===== src/hdl/hsfd_pkg.sv =====
// Shared constants, the words_t type and functions of the humidity sensor frame decoder.
`timescale 1ns / 1ps
`default_nettype none

package hsfd_pkg;

  localparam logic [7:0]  CrcPoly    = 8'h31;
  localparam logic [7:0]  CrcInit    = 8'hFF;
  localparam logic [14:0] TempScale  = 15'd17500;
  localparam logic [14:0] TempOffset = 15'd4500;
  localparam logic [13:0] HumScale   = 14'd10000;
  localparam logic [16:0] FullScale  = 17'd65535;

  typedef struct packed {
    logic [15:0] first_raw;
    logic [15:0] second_raw;
    logic        first_ok;
    logic        second_ok;
  } words_t;

  function automatic logic [7:0] crc8_byte(input logic [7:0] crc, input logic [7:0] data);
    logic [7:0] c;
    c = crc ^ data;
    for (int i = 0; i < 8; i++) begin
      if (c[7]) begin
        c = {c[6:0], 1'b0} ^ CrcPoly;
      end else begin
        c = {c[6:0], 1'b0};
      end
    end
    return c;
  endfunction

  // With p = 65536*hi + lo we have p = 65535*hi + (hi + lo), and hi + lo stays below
  // twice the full scale, so one compare and increment finishes the quotient.
  function automatic logic [15:0] div_full_scale(input logic [31:0] p);
    logic [16:0] rem;
    rem = {1'b0, p[31:16]} + {1'b0, p[15:0]};
    if (rem >= FullScale) begin
      return p[31:16] + 16'd1;
    end else begin
      return p[31:16];
    end
  endfunction

endpackage

`default_nettype wire


===== src/hdl/hsfd_in_if.sv =====
// Input channel interface carrying one received frame byte per transfer.
`timescale 1ns / 1ps
`default_nettype none

interface hsfd_in_if;
  logic       valid;
  logic       ready;
  logic [7:0] rx_byte;
  logic       frame_start;

  modport source (output valid, output rx_byte, output frame_start, input ready);
  modport sink (input valid, input rx_byte, input frame_start, output ready);
endinterface

`default_nettype wire


===== src/hdl/hsfd_out_if.sv =====
// Result channel interface carrying one decoded frame per transfer.
`timescale 1ns / 1ps
`default_nettype none

interface hsfd_out_if;
  logic               valid;
  logic               ready;
  logic        [15:0] first_raw;
  logic        [15:0] second_raw;
  logic               first_ok;
  logic               second_ok;
  logic signed [14:0] temperature_centi;
  logic        [13:0] humidity_centi;

  modport source (output valid, output first_raw, output second_raw, output first_ok,
                  output second_ok, output temperature_centi, output humidity_centi,
                  input ready);
  modport sink (input valid, input first_raw, input second_raw, input first_ok,
                input second_ok, input temperature_centi, input humidity_centi,
                output ready);
endinterface

`default_nettype wire


===== src/hdl/humidity_sensor_frame_decode_core.sv =====
// Top level of the humidity sensor frame decoder.
//
// The input channel in_ch takes one received frame byte per transfer, in bus order:
// first word high and low byte, its CRC, second word high and low byte, its CRC.
// A set frame_start flag makes its byte the first of a new frame. After the sixth
// byte, one result leaves on out_ch with both raw words, a CRC flag per word, and the
// temperature and humidity in hundredths; both scaled values are zero unless both
// flags pass. Other bytes give no result.
// One byte can be accepted in every clock cycle while out_ch is not stalled. A result
// appears on out_ch once the sixth byte, loaded into the input register by its transfer,
// has passed through the word register, multiplier register and output register in turn.
// A stalled receiver holds the output register; the stages behind it keep filling and
// in_ch.ready falls only once every stage holds an item.
// After reset, which is synchronous and active low, no result is pending and the next
// byte is taken as the first byte of a frame.
`timescale 1ns / 1ps
`default_nettype none

module humidity_sensor_frame_decode_core (
  input  wire logic  clk,
  input  wire logic  rst_n,
  hsfd_in_if.sink    in_ch,
  hsfd_out_if.source out_ch
);
  import hsfd_pkg::*;

  words_t wd;
  logic   wd_valid;
  logic   wd_ready;

  hsfd_frame u_frame (
    .clk        (clk),
    .rst_n      (rst_n),
    .in_ch      (in_ch),
    .wd_o       (wd),
    .wd_valid_o (wd_valid),
    .wd_ready_i (wd_ready)
  );

  hsfd_scale u_scale (
    .clk        (clk),
    .rst_n      (rst_n),
    .wd_i       (wd),
    .wd_valid_i (wd_valid),
    .wd_ready_o (wd_ready),
    .out_ch     (out_ch)
  );

endmodule

`default_nettype wire


===== src/hdl/hsfd_frame.sv =====
// Input register, frame position tracking and CRC checking of the two data words.
`timescale 1ns / 1ps
`default_nettype none

module hsfd_frame (
  input  wire logic            clk,
  input  wire logic            rst_n,
  hsfd_in_if.sink              in_ch,
  output hsfd_pkg::words_t     wd_o,
  output logic                 wd_valid_o,
  input  wire logic            wd_ready_i
);
  import hsfd_pkg::*;

  typedef enum logic [2:0] {
    POS_W0_HI,
    POS_W0_LO,
    POS_W0_CRC,
    POS_W1_HI,
    POS_W1_LO,
    POS_W1_CRC
  } pos_t;

  logic       in_valid_r;
  logic [7:0] in_byte_r;
  logic       in_start_r;

  pos_t        pos_r, pos_nxt, pos_eff;
  logic [7:0]  crc_r, crc_nxt, crc_in, crc_step;
  logic [15:0] first_word_r, first_word_nxt;
  logic        first_good_r, first_good_nxt;
  logic [7:0]  hi_r, hi_nxt, lo_r, lo_nxt;
  logic        hit;
  logic        second_good;

  words_t wd_r;
  logic   wd_valid_r;
  logic   wd_ready;
  logic   consume;

  assign wd_ready    = !wd_valid_r || wd_ready_i;
  assign consume     = in_valid_r && wd_ready;
  assign in_ch.ready = !in_valid_r || consume;

  always_comb begin
    if (in_start_r || pos_r > POS_W1_CRC) begin
      pos_eff = POS_W0_HI;
      crc_in  = CrcInit;
    end else begin
      pos_eff = pos_r;
      crc_in  = crc_r;
    end
    crc_step       = crc8_byte(crc_in, in_byte_r);
    second_good    = (crc_in == in_byte_r);
    pos_nxt        = pos_eff;
    crc_nxt        = crc_in;
    first_word_nxt = first_word_r;
    first_good_nxt = first_good_r;
    hi_nxt         = hi_r;
    lo_nxt         = lo_r;
    hit            = 1'b0;
    unique case (pos_eff)
      POS_W0_HI: begin
        first_word_nxt = {in_byte_r, first_word_r[7:0]};
        crc_nxt        = crc_step;
        pos_nxt        = POS_W0_LO;
      end
      POS_W0_LO: begin
        first_word_nxt = {first_word_r[15:8], in_byte_r};
        crc_nxt        = crc_step;
        pos_nxt        = POS_W0_CRC;
      end
      POS_W0_CRC: begin
        first_good_nxt = second_good;
        crc_nxt        = CrcInit;
        pos_nxt        = POS_W1_HI;
      end
      POS_W1_HI: begin
        hi_nxt  = in_byte_r;
        crc_nxt = crc_step;
        pos_nxt = POS_W1_LO;
      end
      POS_W1_LO: begin
        lo_nxt  = in_byte_r;
        crc_nxt = crc_step;
        pos_nxt = POS_W1_CRC;
      end
      POS_W1_CRC: begin
        hit     = 1'b1;
        crc_nxt = CrcInit;
        pos_nxt = POS_W0_HI;
      end
      default: begin
        crc_nxt = CrcInit;
        pos_nxt = POS_W0_HI;
      end
    endcase
  end

  always_ff @(posedge clk) begin
    if (!rst_n) begin
      in_valid_r <= 1'b0;
      pos_r      <= POS_W0_HI;
      crc_r      <= CrcInit;
      wd_valid_r <= 1'b0;
    end else begin
      if (in_ch.ready) begin
        in_valid_r <= in_ch.valid;
      end
      if (consume) begin
        pos_r <= pos_nxt;
        crc_r <= crc_nxt;
      end
      if (wd_ready) begin
        wd_valid_r <= consume && hit;
      end
    end
    if (in_ch.ready && in_ch.valid) begin
      in_byte_r  <= in_ch.rx_byte;
      in_start_r <= in_ch.frame_start;
    end
    if (consume) begin
      first_word_r <= first_word_nxt;
      first_good_r <= first_good_nxt;
      hi_r         <= hi_nxt;
      lo_r         <= lo_nxt;
      if (hit) begin
        wd_r.first_raw  <= first_word_r;
        wd_r.second_raw <= {hi_r, lo_r};
        wd_r.first_ok   <= first_good_r;
        wd_r.second_ok  <= second_good;
      end
    end
  end

  assign wd_o       = wd_r;
  assign wd_valid_o = wd_valid_r;

`ifndef SYNTHESIS
  a_pos_range: assert property (@(posedge clk) disable iff (!rst_n)
    pos_r != 3'd6 && pos_r != 3'd7)
    else $error("Frame position left the six-byte range.");

  a_frame_end: assert property (@(posedge clk) disable iff (!rst_n)
    consume && pos_eff == POS_W1_CRC |=> pos_r == POS_W0_HI && crc_r == CrcInit)
    else $error("Frame end did not restart position and CRC.");

  a_word_source: assert property (@(posedge clk) disable iff (!rst_n)
    $rose(wd_valid_r) |-> $past(consume) && $past(pos_eff) == POS_W1_CRC)
    else $error("Decoded words appeared without a final frame byte.");
`endif

endmodule

`default_nettype wire


===== src/hdl/hsfd_scale.sv =====
// Multiply stage and reciprocal correction stage that scale the raw words.
`timescale 1ns / 1ps
`default_nettype none

module hsfd_scale (
  input  wire logic              clk,
  input  wire logic              rst_n,
  input  wire hsfd_pkg::words_t  wd_i,
  input  wire logic              wd_valid_i,
  output logic                   wd_ready_o,
  hsfd_out_if.source             out_ch
);
  import hsfd_pkg::*;

  words_t      s2_wd_r;
  logic        s2_valid_r;
  logic [30:0] p_temp_r;
  logic [29:0] p_hum_r;
  logic        s2_ready;

  words_t             out_wd_r;
  logic               out_valid_r;
  logic signed [14:0] temp_r, temp_nxt;
  logic        [13:0] hum_r, hum_nxt;
  logic        [15:0] q_temp, q_hum;
  logic               out_ready;
  logic               both_ok;

  assign out_ready  = !out_valid_r || out_ch.ready;
  assign s2_ready   = !s2_valid_r || out_ready;
  assign wd_ready_o = s2_ready;

  always_comb begin
    q_temp  = div_full_scale({1'b0, p_temp_r});
    q_hum   = div_full_scale({2'b00, p_hum_r});
    both_ok = s2_wd_r.first_ok && s2_wd_r.second_ok;
    if (both_ok) begin
      temp_nxt = $signed(q_temp[14:0] - TempOffset);
      hum_nxt  = q_hum[13:0];
    end else begin
      temp_nxt = '0;
      hum_nxt  = '0;
    end
  end

  always_ff @(posedge clk) begin
    if (!rst_n) begin
      s2_valid_r  <= 1'b0;
      out_valid_r <= 1'b0;
    end else begin
      if (s2_ready) begin
        s2_valid_r <= wd_valid_i;
      end
      if (out_ready) begin
        out_valid_r <= s2_valid_r;
      end
    end
    if (s2_ready && wd_valid_i) begin
      s2_wd_r  <= wd_i;
      p_temp_r <= {16'd0, TempScale} * {15'd0, wd_i.first_raw};
      p_hum_r  <= {16'd0, HumScale} * {14'd0, wd_i.second_raw};
    end
    if (out_ready && s2_valid_r) begin
      out_wd_r <= s2_wd_r;
      temp_r   <= temp_nxt;
      hum_r    <= hum_nxt;
    end
  end

  assign out_ch.valid             = out_valid_r;
  assign out_ch.first_raw         = out_wd_r.first_raw;
  assign out_ch.second_raw        = out_wd_r.second_raw;
  assign out_ch.first_ok          = out_wd_r.first_ok;
  assign out_ch.second_ok         = out_wd_r.second_ok;
  assign out_ch.temperature_centi = temp_r;
  assign out_ch.humidity_centi    = hum_r;

`ifndef SYNTHESIS
  a_fail_zero: assert property (@(posedge clk) disable iff (!rst_n)
    out_valid_r && !(out_wd_r.first_ok && out_wd_r.second_ok) |-> temp_r == '0 && hum_r == '0)
    else $error("Scaled values not cleared after a CRC failure.");

  a_hum_range: assert property (@(posedge clk) disable iff (!rst_n)
    out_valid_r |-> hum_r <= HumScale)
    else $error("Humidity above full scale.");

  a_temp_range: assert property (@(posedge clk) disable iff (!rst_n)
    out_valid_r |-> temp_r >= -15'sd4500 && temp_r <= 15'sd13000)
    else $error("Temperature outside the sensor range.");
`endif

endmodule

`default_nettype wire

===== src/flat_wrapper.sv =====
// flat-port wrapper written by rule: the top's interface ports become plain ports
module humidity_sensor_frame_decode_core_flat import hsfd_pkg::*;
  (clk, rst_n, in_ch_valid, in_ch_rx_byte, in_ch_frame_start, in_ch_ready, out_ch_valid, out_ch_first_raw, out_ch_second_raw, out_ch_first_ok, out_ch_second_ok, out_ch_temperature_centi, out_ch_humidity_centi, out_ch_ready);
  hsfd_in_if in_ch_i ();
  hsfd_out_if out_ch_i ();
  input  wire logic clk;
  input  wire logic rst_n;
  input wire logic [$bits(in_ch_i.valid)-1:0] in_ch_valid;
  input wire logic [$bits(in_ch_i.rx_byte)-1:0] in_ch_rx_byte;
  input wire logic [$bits(in_ch_i.frame_start)-1:0] in_ch_frame_start;
  output wire logic [$bits(in_ch_i.ready)-1:0] in_ch_ready;
  output wire logic [$bits(out_ch_i.valid)-1:0] out_ch_valid;
  output wire logic [$bits(out_ch_i.first_raw)-1:0] out_ch_first_raw;
  output wire logic [$bits(out_ch_i.second_raw)-1:0] out_ch_second_raw;
  output wire logic [$bits(out_ch_i.first_ok)-1:0] out_ch_first_ok;
  output wire logic [$bits(out_ch_i.second_ok)-1:0] out_ch_second_ok;
  output wire logic [$bits(out_ch_i.temperature_centi)-1:0] out_ch_temperature_centi;
  output wire logic [$bits(out_ch_i.humidity_centi)-1:0] out_ch_humidity_centi;
  input wire logic [$bits(out_ch_i.ready)-1:0] out_ch_ready;
  assign in_ch_i.valid = in_ch_valid;
  assign in_ch_i.rx_byte = in_ch_rx_byte;
  assign in_ch_i.frame_start = in_ch_frame_start;
  assign in_ch_ready = in_ch_i.ready;
  assign out_ch_valid = out_ch_i.valid;
  assign out_ch_first_raw = out_ch_i.first_raw;
  assign out_ch_second_raw = out_ch_i.second_raw;
  assign out_ch_first_ok = out_ch_i.first_ok;
  assign out_ch_second_ok = out_ch_i.second_ok;
  assign out_ch_temperature_centi = out_ch_i.temperature_centi;
  assign out_ch_humidity_centi = out_ch_i.humidity_centi;
  assign out_ch_i.ready = out_ch_ready;
  humidity_sensor_frame_decode_core u_core (.clk(clk), .rst_n(rst_n), .in_ch(in_ch_i), .out_ch(out_ch_i));
endmodule

===== config.mk =====
export PLATFORM = sky130hd
export DESIGN_NAME = humidity_sensor_frame_decode_core_flat
export DESIGN_NICKNAME = d
export VERILOG_FILES = /design/src/hdl/hsfd_pkg.sv /design/src/hdl/hsfd_in_if.sv /design/src/hdl/hsfd_out_if.sv /design/src/hdl/humidity_sensor_frame_decode_core.sv /design/src/hdl/hsfd_frame.sv /design/src/hdl/hsfd_scale.sv /design/src/flat_wrapper.sv
export SDC_FILE = /design/constraint.sdc
export NUM_CORES = 1
export LEC_CHECK = 0
export BUFFER_PORTS_ARGS = -buffer_cell sky130_fd_sc_hd__buf_4
export CAP_MARGIN = 25
export CORE_AREA = 2 2 136 204
export CTS_CLUSTER_SIZE = 28
export DETAILED_ROUTE_END_ITERATION = 8
export DIE_AREA = 0 0 138 206
export HOLD_SLACK_MARGIN = 0.15
export PLACE_DENSITY_LB_ADDON = 0.3
export SYNTH_ARGS = -nofsm -noshare
export SYNTH_HDL_FRONTEND = slang
export SYNTH_SLANG_ARGS = --single-unit

===== constraint.sdc =====
create_clock -name clk -period 27 [get_ports clk]
set_input_delay 5.4 -clock clk [delete_from_list [all_inputs] [get_ports clk]]
set_output_delay 5.4 -clock clk [all_outputs]
set_load 0.01 [all_outputs]

==> results by group, run 1 <==
CTS
  – CTS Buffer Depth: 3
  – H-tree depth: 1
  – Clk sinks: between 200 and 250
  – Hold_buf cts: 0
  – Clock Tree Root: clkbuf_16
  – TritonCTS Buffers: 23
  – CTS tree: built
  – Clk Latency, worst-skew pair: roughly 520 ps
  – Cts repair resizes: 0
  – Post-CTS setup buffer count: 0
  – CTS clock-pin slew for the worst setup and hold paths: about 60 ps

Cells and area
  – Util after Layout: 0.652
  – Reg area: 7000 um^2
  – Commonest non-fill, non-tap cell in the layout: inv_1
  – ANT cells: 0
  – Fillers: a little over 2000
  – Layout area overhead: 11.0%
  – Commonest non-fill, non-tap cells in the layout: inv_1 (241), edfxtp_1 (223), ha_1 (193)
  – Layout cells sized above 1: 0.0988
  – Fin nets: approximately 1700
  – Multi-input logic area: ~8000 um^2

Timing
  – Slew headroom: 0.386
  – Clock Skews: ~14 ps
  – Final Setup Violations: 0
  – Max-slew violation count: 0
  – Ratio of final minimum period to clock period: 0.436
  – Final hold violations: 0
  – Hold WS: approximately 410 ps
  – FMAX: 0.0849 GHz
  – RSZ-0062 raised after global routing: false
  – TNS Setup: 0 ps
  – Actual slew at the worst max-slew pin: 918 ps
  – Final Critical Period: approximately 12000 ps

Setup path
  – Worst EP required: ~22000 ps
  – Worst Setup End Kind: output pin
  – Crit Path Category: in -> out
  – Arr. time, crit path: between 6000 and 7000 ps
  – Worst Path Max Fanout: 6
  – Worst Setup Start Kind: primary input

Run status
  – Status: finished clean

Global route
  – GRT busiest layer: met2
  – GR Layer Usage met3: 0.0283
  – GR Util All Layers: 0.204
  – Initial antenna violation count: 0
  – GR Util met1: 0.233
  – Final global-route overflow total: 0
  – GR Util met2: 0.373
  – Largest net degree at the start of global routing: between 60 and 70
  – Number of global-route vias before repair: 10000
  – First-pass GRT wire length: around 47 mm

Logic synthesis
  – Post-synth EDFFs: ~220
  – Post-synth top area share: 0.424
  – Fraction of registers with async set/reset: 0
  – Mapped Cells: ~1400
  – Syn avg cell area: ~12 um^2
  – Synth Register Bits: between 200 and 250
  – Synth Flop Type: edfxtp_1
  – Yosys top cell by area: edfxtp_1
  – Synth unique cells: 74
  – Top cells by area, synth: edfxtp_1 (42%), ha_1 (15%), fa_1 (10%)
  – Yosys warning total: 0
  – Mapped Nets: 1652
  – Synthesized area: between 15000 and 20000 um^2
  – Seq/Total Area, Yosys: 0.443

Floorplan
  – FP Rows: 74
  – Die width: approximately 140 um
  – Die Footprint: roughly 28000 um^2
  – Starting Density: 0.588
  – Total core area: between 20000 and 30000 um^2
  – Die Y: between 200 and 250 um
  – Ports: 78

Detailed routing
  – DR WL/cell: between 15 and 20 um
  – Total Wirelength: 28.2 mm
  – DRT iter0 DRCs: about 400
  – DR pass1 iterations: 5
  – Vias/cell: 5.46
  – Antenna-violating nets left: 0
  – DR vias: approximately 9900
  – DR DRC count: 0

Power
  – Maximum vdd ir drop: about 0.066 mV
  – Power density over the cells: between 40 and 50 nW/um^2
  – Lkg Pwr: slightly below 8 nW

Placement
  – Dpl hpwl: ~22 mm
  – GP Congestion: 0.925
  – Port Buffers: 77

Flow run
  – Max Cap Viol: 0

Hold path
  – Min-Delay Path Class: reg -> reg
-- critical path, stage by stage --
cell and delay (ps):
buf_4 110, nor2b_1 480, nand4_1 210, buf_4 180
-- cell usage after synthesis (15+ instances only) --
master	number
inv_1	241
edfxtp_1	223
ha_1	193
fa_1	82
a21oi_1	64
nor2_1	60
xnor2_1	58
nand2_1	54
o21ai_0	33
xor2_1	33
a21o_1	27
nand3_1	26
nor3_1	25
nor2b_1	19
and2_1	17
dfxtp_1	15
-- metal layers --
metal | share of wire | vias to the layer above | wire length [um]
li1 | - | 4944 | -
met1 | 0.40 | 4677 | 11400
met2 | 0.51 | 189 | 14300
met3 | 0.040 | 75 | 1130
met4 | 0.050 | 0 | 1420
met5 | 0 | - | 0
-- logic make-up (layout without fill, tap and decap cells) --
kind of cell    Yosys count  after routing  synth area share
fa+ha+maj               275            275             0.257
simple gates            273            273            0.0896
buf+inv                 262            366            0.0628
flops                   238            238             0.443
compound gates          220            220            0.0933
xor+xnor                 91             91            0.0505
mux                       5              5           0.00317
-- registers in the layout (all words and copies together), names as in the netlist --
register and flops:
u_core.u_frame.in_byte_r 8, u_core.u_frame.crc_r 8, u_core.u_scale.out_ch.second_raw 16, u_core.u_scale.out_ch.second_ok 1, u_core.u_frame.wd_valid_o 1, u_core.u_frame.hi_r 8, u_core.u_frame.first_good_r 1, u_core.u_scale.p_hum_r 22
u_core.u_scale.out_ch.first_raw 16, u_core.u_scale.s2_wd_r 34, u_core.u_frame.lo_r 8, u_core.u_scale.out_ch.temperature_centi 15, u_core.u_frame.in_valid_r 1, u_core.u_scale.out_ch.humidity_centi 14, u_core.u_scale.out_ch.first_ok 1, u_core.u_frame.wd_o 34
u_core.u_scale.p_temp_r 28, u_core.u_frame.pos_r 3, u_core.u_scale.out_ch.valid 1, u_core.u_scale.s2_valid_r 1, u_core.u_frame.first_word_r 16, u_core.u_frame.in_start_r 1
-- path summary, 6_finish.rpt --
kind	to	slack [ps]	depth (start not counted)	from
setup / recovery	in_ch_ready	15220	4	out_ch_ready
hold / removal	u_core.u_frame.wd_o[27]	410	0	u_core.u_frame.first_word_r[9]
setup reg to reg	u_core.u_scale.p_temp_r[30]	21380	21	u_core.u_frame.wd_o[22]
hold reg to reg	u_core.u_frame.wd_o[27]	410	0	u_core.u_frame.first_word_r[9]
-- report_power, final --
group	total (mW)	internal, mW	switching [mW]
Sequential	0.409	0.403	0.00578
Combinational	0.0267	0.0133	0.0133
Clock	0.311	0.180	0.132
-- per-stage QoR --
stage	instance area [um^2]	instances	power [mW]	setup WS (ps)
after global routing	17500	1810	0.771	15080
after detailed placement	16800	1770	0.443	15220
after floorplan	15800	1364	0.436	14760
after global placement	16800	1769	0.443	15240
after CTS	17500	1810	0.755	15210
final	17500	1810	0.747	15220
-- layout make-up --
class                           instances  area share
Clock buffer                           28      0.0345
Clock inverter                         12     0.00729
Inverter                              242      0.0519
Multi-Input combinational cell        864       0.446
Sequential cell                       238       0.400
Tap cell                              342      0.0244
Timing Repair Buffer                   84      0.0360
Power figures use the tool's default switching activity.
==> run 2: changes to the inputs <==
Settings changed: CORE_AREA 2 2 136 204 to 2 2 139 209, DIE_AREA 0 0 138 206 to 0 0 141 211.
Clock period 27 ns to 10.7 ns, I/O delays scaled along.
==> run 2 against run 1 <==
Compared with the run above:
- routed wire length is 5.3% higher
- count of clock-buffer cells in the layout decreased by 2
- power grew to 2.6 times the previous value
- worst setup slack lost 10000 ps
- cell area grew 0.71%
- worst hold slack improved by 4.1 ps
- non-clock buffer count did not move
- final cell count increased by 0.44%
- sequential power grew to 2.5 times the previous value
- critical path type is now reg -> reg
- largest power group unchanged
- highest routed layer unchanged
==> results by group, run 2 (synthesis results as in run 1) <==
Run status
  – Status: finished clean

Timing
  – Max-slew violation count: 0 (unchanged)
  – Slew headroom: 0.376 (-0.0103)
  – Final Critical Period: 5510 ps
  – Final WS setup: 5190 ps (-10020 ps)
  – Ratio of final minimum period to clock period: 0.515
  – TNS Setup: 0 ps (unchanged)
  – Actual slew at the worst max-slew pin: 934 ps (+15.4 ps)
  – FMAX: ~0.18 GHz
  – Final Setup Violations: 0 (unchanged)
  – Clock Skews: 17.2 ps (+2.95 ps)
  – Final hold violations: 0 (unchanged)
  – Hold WS: 415 ps (+4.14 ps)
  – RSZ-0062 raised after global routing: false

Setup path
  – Crit path top cell by count: inv_1
  – Slowest cell delay on critical path: 520 ps (+40 ps)
  – Buffers plus inverters on the worst setup path: 4 (+2)
  – Worst reg2reg path depth: 21 (unchanged)
  – Arr. time, crit path: 5790 ps (-590 ps)
  – Crit Path Category: reg -> reg
  – Crit path max-delay cell type: fa_1
  – Worst EP required: 10980 ps (-10620 ps)
  – R2R Setup Slk: 5190 ps (-16190 ps)
  – CP delay by family, top: adder cells
  – Crit-path cells: ha_1 > inv_1 > fa_1 > inv_1 > ha_1 > ha_1 > inv_1 > fa_1 > inv_1 > fa_1 > a21o_1 > a21oi_1 > o21bai_1 > a21o_1 > a21oi_1 > o31ai_1 > nand2_1 > a21oi_1 > o311a_1 > o31ai_1 > o21ai_0
  – Worst Path Max Fanout: 6 (unchanged)
  – Worst Setup End Kind: flop
  – Worst Setup Start Kind: flop
  – Worst R2R End: u_core.u_scale.p_temp_r[30]
  – Worst r2r src: u_core.u_frame.wd_o[21]

Cells and area
  – Layout area overhead: 11.8%
  – Fin nets: 1742 (+0.057%)
  – Commonest non-fill, non-tap cell in the layout: inv_1
  – ANT cells: 0 (unchanged)
  – Util after Layout: 0.633 (-0.0194)
  – Commonest non-fill, non-tap cells in the layout: inv_1 (241), edfxtp_1 (223), ha_1 (193)
  – Layout cells sized above 1: 0.103 (+0.00449)
  – Design Area, Final: 17600 um^2 (+0.71%)

CTS
  – Clk Latency, worst-skew pair: 550 ps (+30 ps)
  – CTS Buffer Depth: 3 (unchanged)
  – Cts repair resizes: 0 (unchanged)
  – TritonCTS Buffers: 24 (+4.3%)
  – Clk sinks: 238 (unchanged)
  – H-tree depth: 1 (unchanged)
  – Post-CTS setup buffer count: 0 (unchanged)
  – Clock Tree Root: clkbuf_16
  – Hold_buf cts: 0 (unchanged)
  – CTS clock-pin slew for the worst setup and hold paths: 70 ps (about the same)
  – CTS tree: built

Floorplan
  – Die Footprint: 29800 um^2 (+4.7%)
  – Starting Density: 0.566 (-0.0215)
  – Ports: 78 (unchanged)
  – Die Y: 211 um (+2.4%)
  – FP Rows: 75 (+1.4%)
  – Total core area: 27900 um^2 (+3.8%)
  – Die width: 141 um (+2.2%)

Power
  – Maximum vdd ir drop: 0.169 mV (+160%)
  – Clk pwr share: 0.444 (+0.027)
  – Logic gate share of total power: 0.034 (-0.002)
  – Part of the power in registers: 0.523 (-0.024)
  – Switching power: 0.417 mW (+180%)
  – Power density over the cells: 112 nW/um^2 (+160%)
  – Sw Share: 0.211 (+0.00978)
  – Lkg Pwr: 7.73 nW (+0.65%)
  – Pint: 1.56 mW (+160%)

Hold path
  – Min-delay src: u_core.u_scale.s2_wd_r[32]
  – Worst Hold Endpoint: u_core.u_scale.out_ch.first_raw[14]
  – Hold Path Stages: 0 (unchanged)
  – Min-Delay Path Class: reg -> reg

Detailed routing
  – Total Wirelength: 29.7 mm (+5.3%)
  – Highest metal used: met4
  – Antenna-violating nets left: 0 (unchanged)
  – DR WL/cell: 16.4 um (+4.8%)
  – DR DRC count: 0 (unchanged)
  – Metal3 WL: 1.08 mm (-4.2%)
  – Vias/cell: 5.43 (-0.49%)
  – DRT iter0 DRCs: 363 (-9.7%)
  – DR pass1 iterations: 4 (-1)
  – DR vias: 9880 (-0.051%)
  – Met2 WL post-DR: 15.5 mm (+8.7%)
  – Wl on met1: 12.0 mm (+5.2%)

Placement
  – GP Congestion: 0.925 (about the same)
  – Pre-CTS setup slack: 5180 ps (-10030 ps)
  – Area post-placement: 16800 um^2 (about the same)
  – Dpl hpwl: 22.9 mm (+3.8%)
  – Port Buffers: 77 (unchanged)

Global route
  – Final global-route overflow total: 0 (unchanged)
  – Initial antenna violation count: 0 (unchanged)
  – Largest net degree at the start of global routing: 85 (+33%)
  – GR Util All Layers: 0.206 (+0.00201)
  – Number of global-route vias before repair: 10300 (+2.9%)
  – First-pass GRT wire length: 49.2 mm (+4.1%)

Flow run
  – Max Cap Viol: 0 (unchanged)
==> run 2: cell count changes in the layout (fill, tap and decap cells not counted), sizes merged <==
cell,previous run,this run
clkinv,6,7
clkbuf,28,26
bufinv,2,3
inv,245,247
clkinvlp,1,3
==> run 2: through the flow <==
stage	total power, mW	instances
3_3_place_gp	1.12	1772
2_1_floorplan	1.10	1364
6_report	1.97	1818
4_1_cts	1.99	1817
5_1_grt	2.03	1818
3_5_place_dp	1.12	1773
==> run 2: power groups by stage <==
stage	clock (mW)	combinational, mW	sequential, mW
after global routing	0.928	0.0737	1.03
after global placement	0	0.0651	1.05
final	0.875	0.0664	1.03
after floorplan	0	0.0563	1.04
after CTS	0.897	0.0664	1.03
after detailed placement	0	0.0655	1.05
==> run 2: worst max-delay path by stage <==
stage / start / endpoint / slack [ps] / cells after the start
3_5_place_dp: u_core.u_frame.wd_o[21] / u_core.u_scale.p_temp_r[30] / 5180 / 21
2_1_floorplan: out_ch_ready / u_core.u_scale.p_hum_r[10] / 1720 / 2
5_1_grt: u_core.u_frame.wd_o[21] / u_core.u_scale.p_temp_r[30] / 4800 / 21
4_1_cts: u_core.u_frame.wd_o[21] / u_core.u_scale.p_temp_r[30] / 5190 / 21
6_report: u_core.u_frame.wd_o[21] / u_core.u_scale.p_temp_r[30] / 5190 / 21
3_3_place_gp: u_core.u_frame.wd_o[21] / u_core.u_scale.p_temp_r[30] / 5360 / 21
==> run 2: per-layer routing <==
layer	vias to the layer above	global-route usage
li1	4930	-
met1	4697	0.239
met2	188	0.382
met3	65	0.0277
met4	0	0.0821
met5	-	0
==> run 2: area by class of cell <==
type	instances	area (um^2)
multi-input combinational	864	7820
clock inverter	18	204
clock buffer	26	628
inverter	242	908
sequential	238	7000
fill	2155	10200
timing repair buffer	84	651
tap	346	433
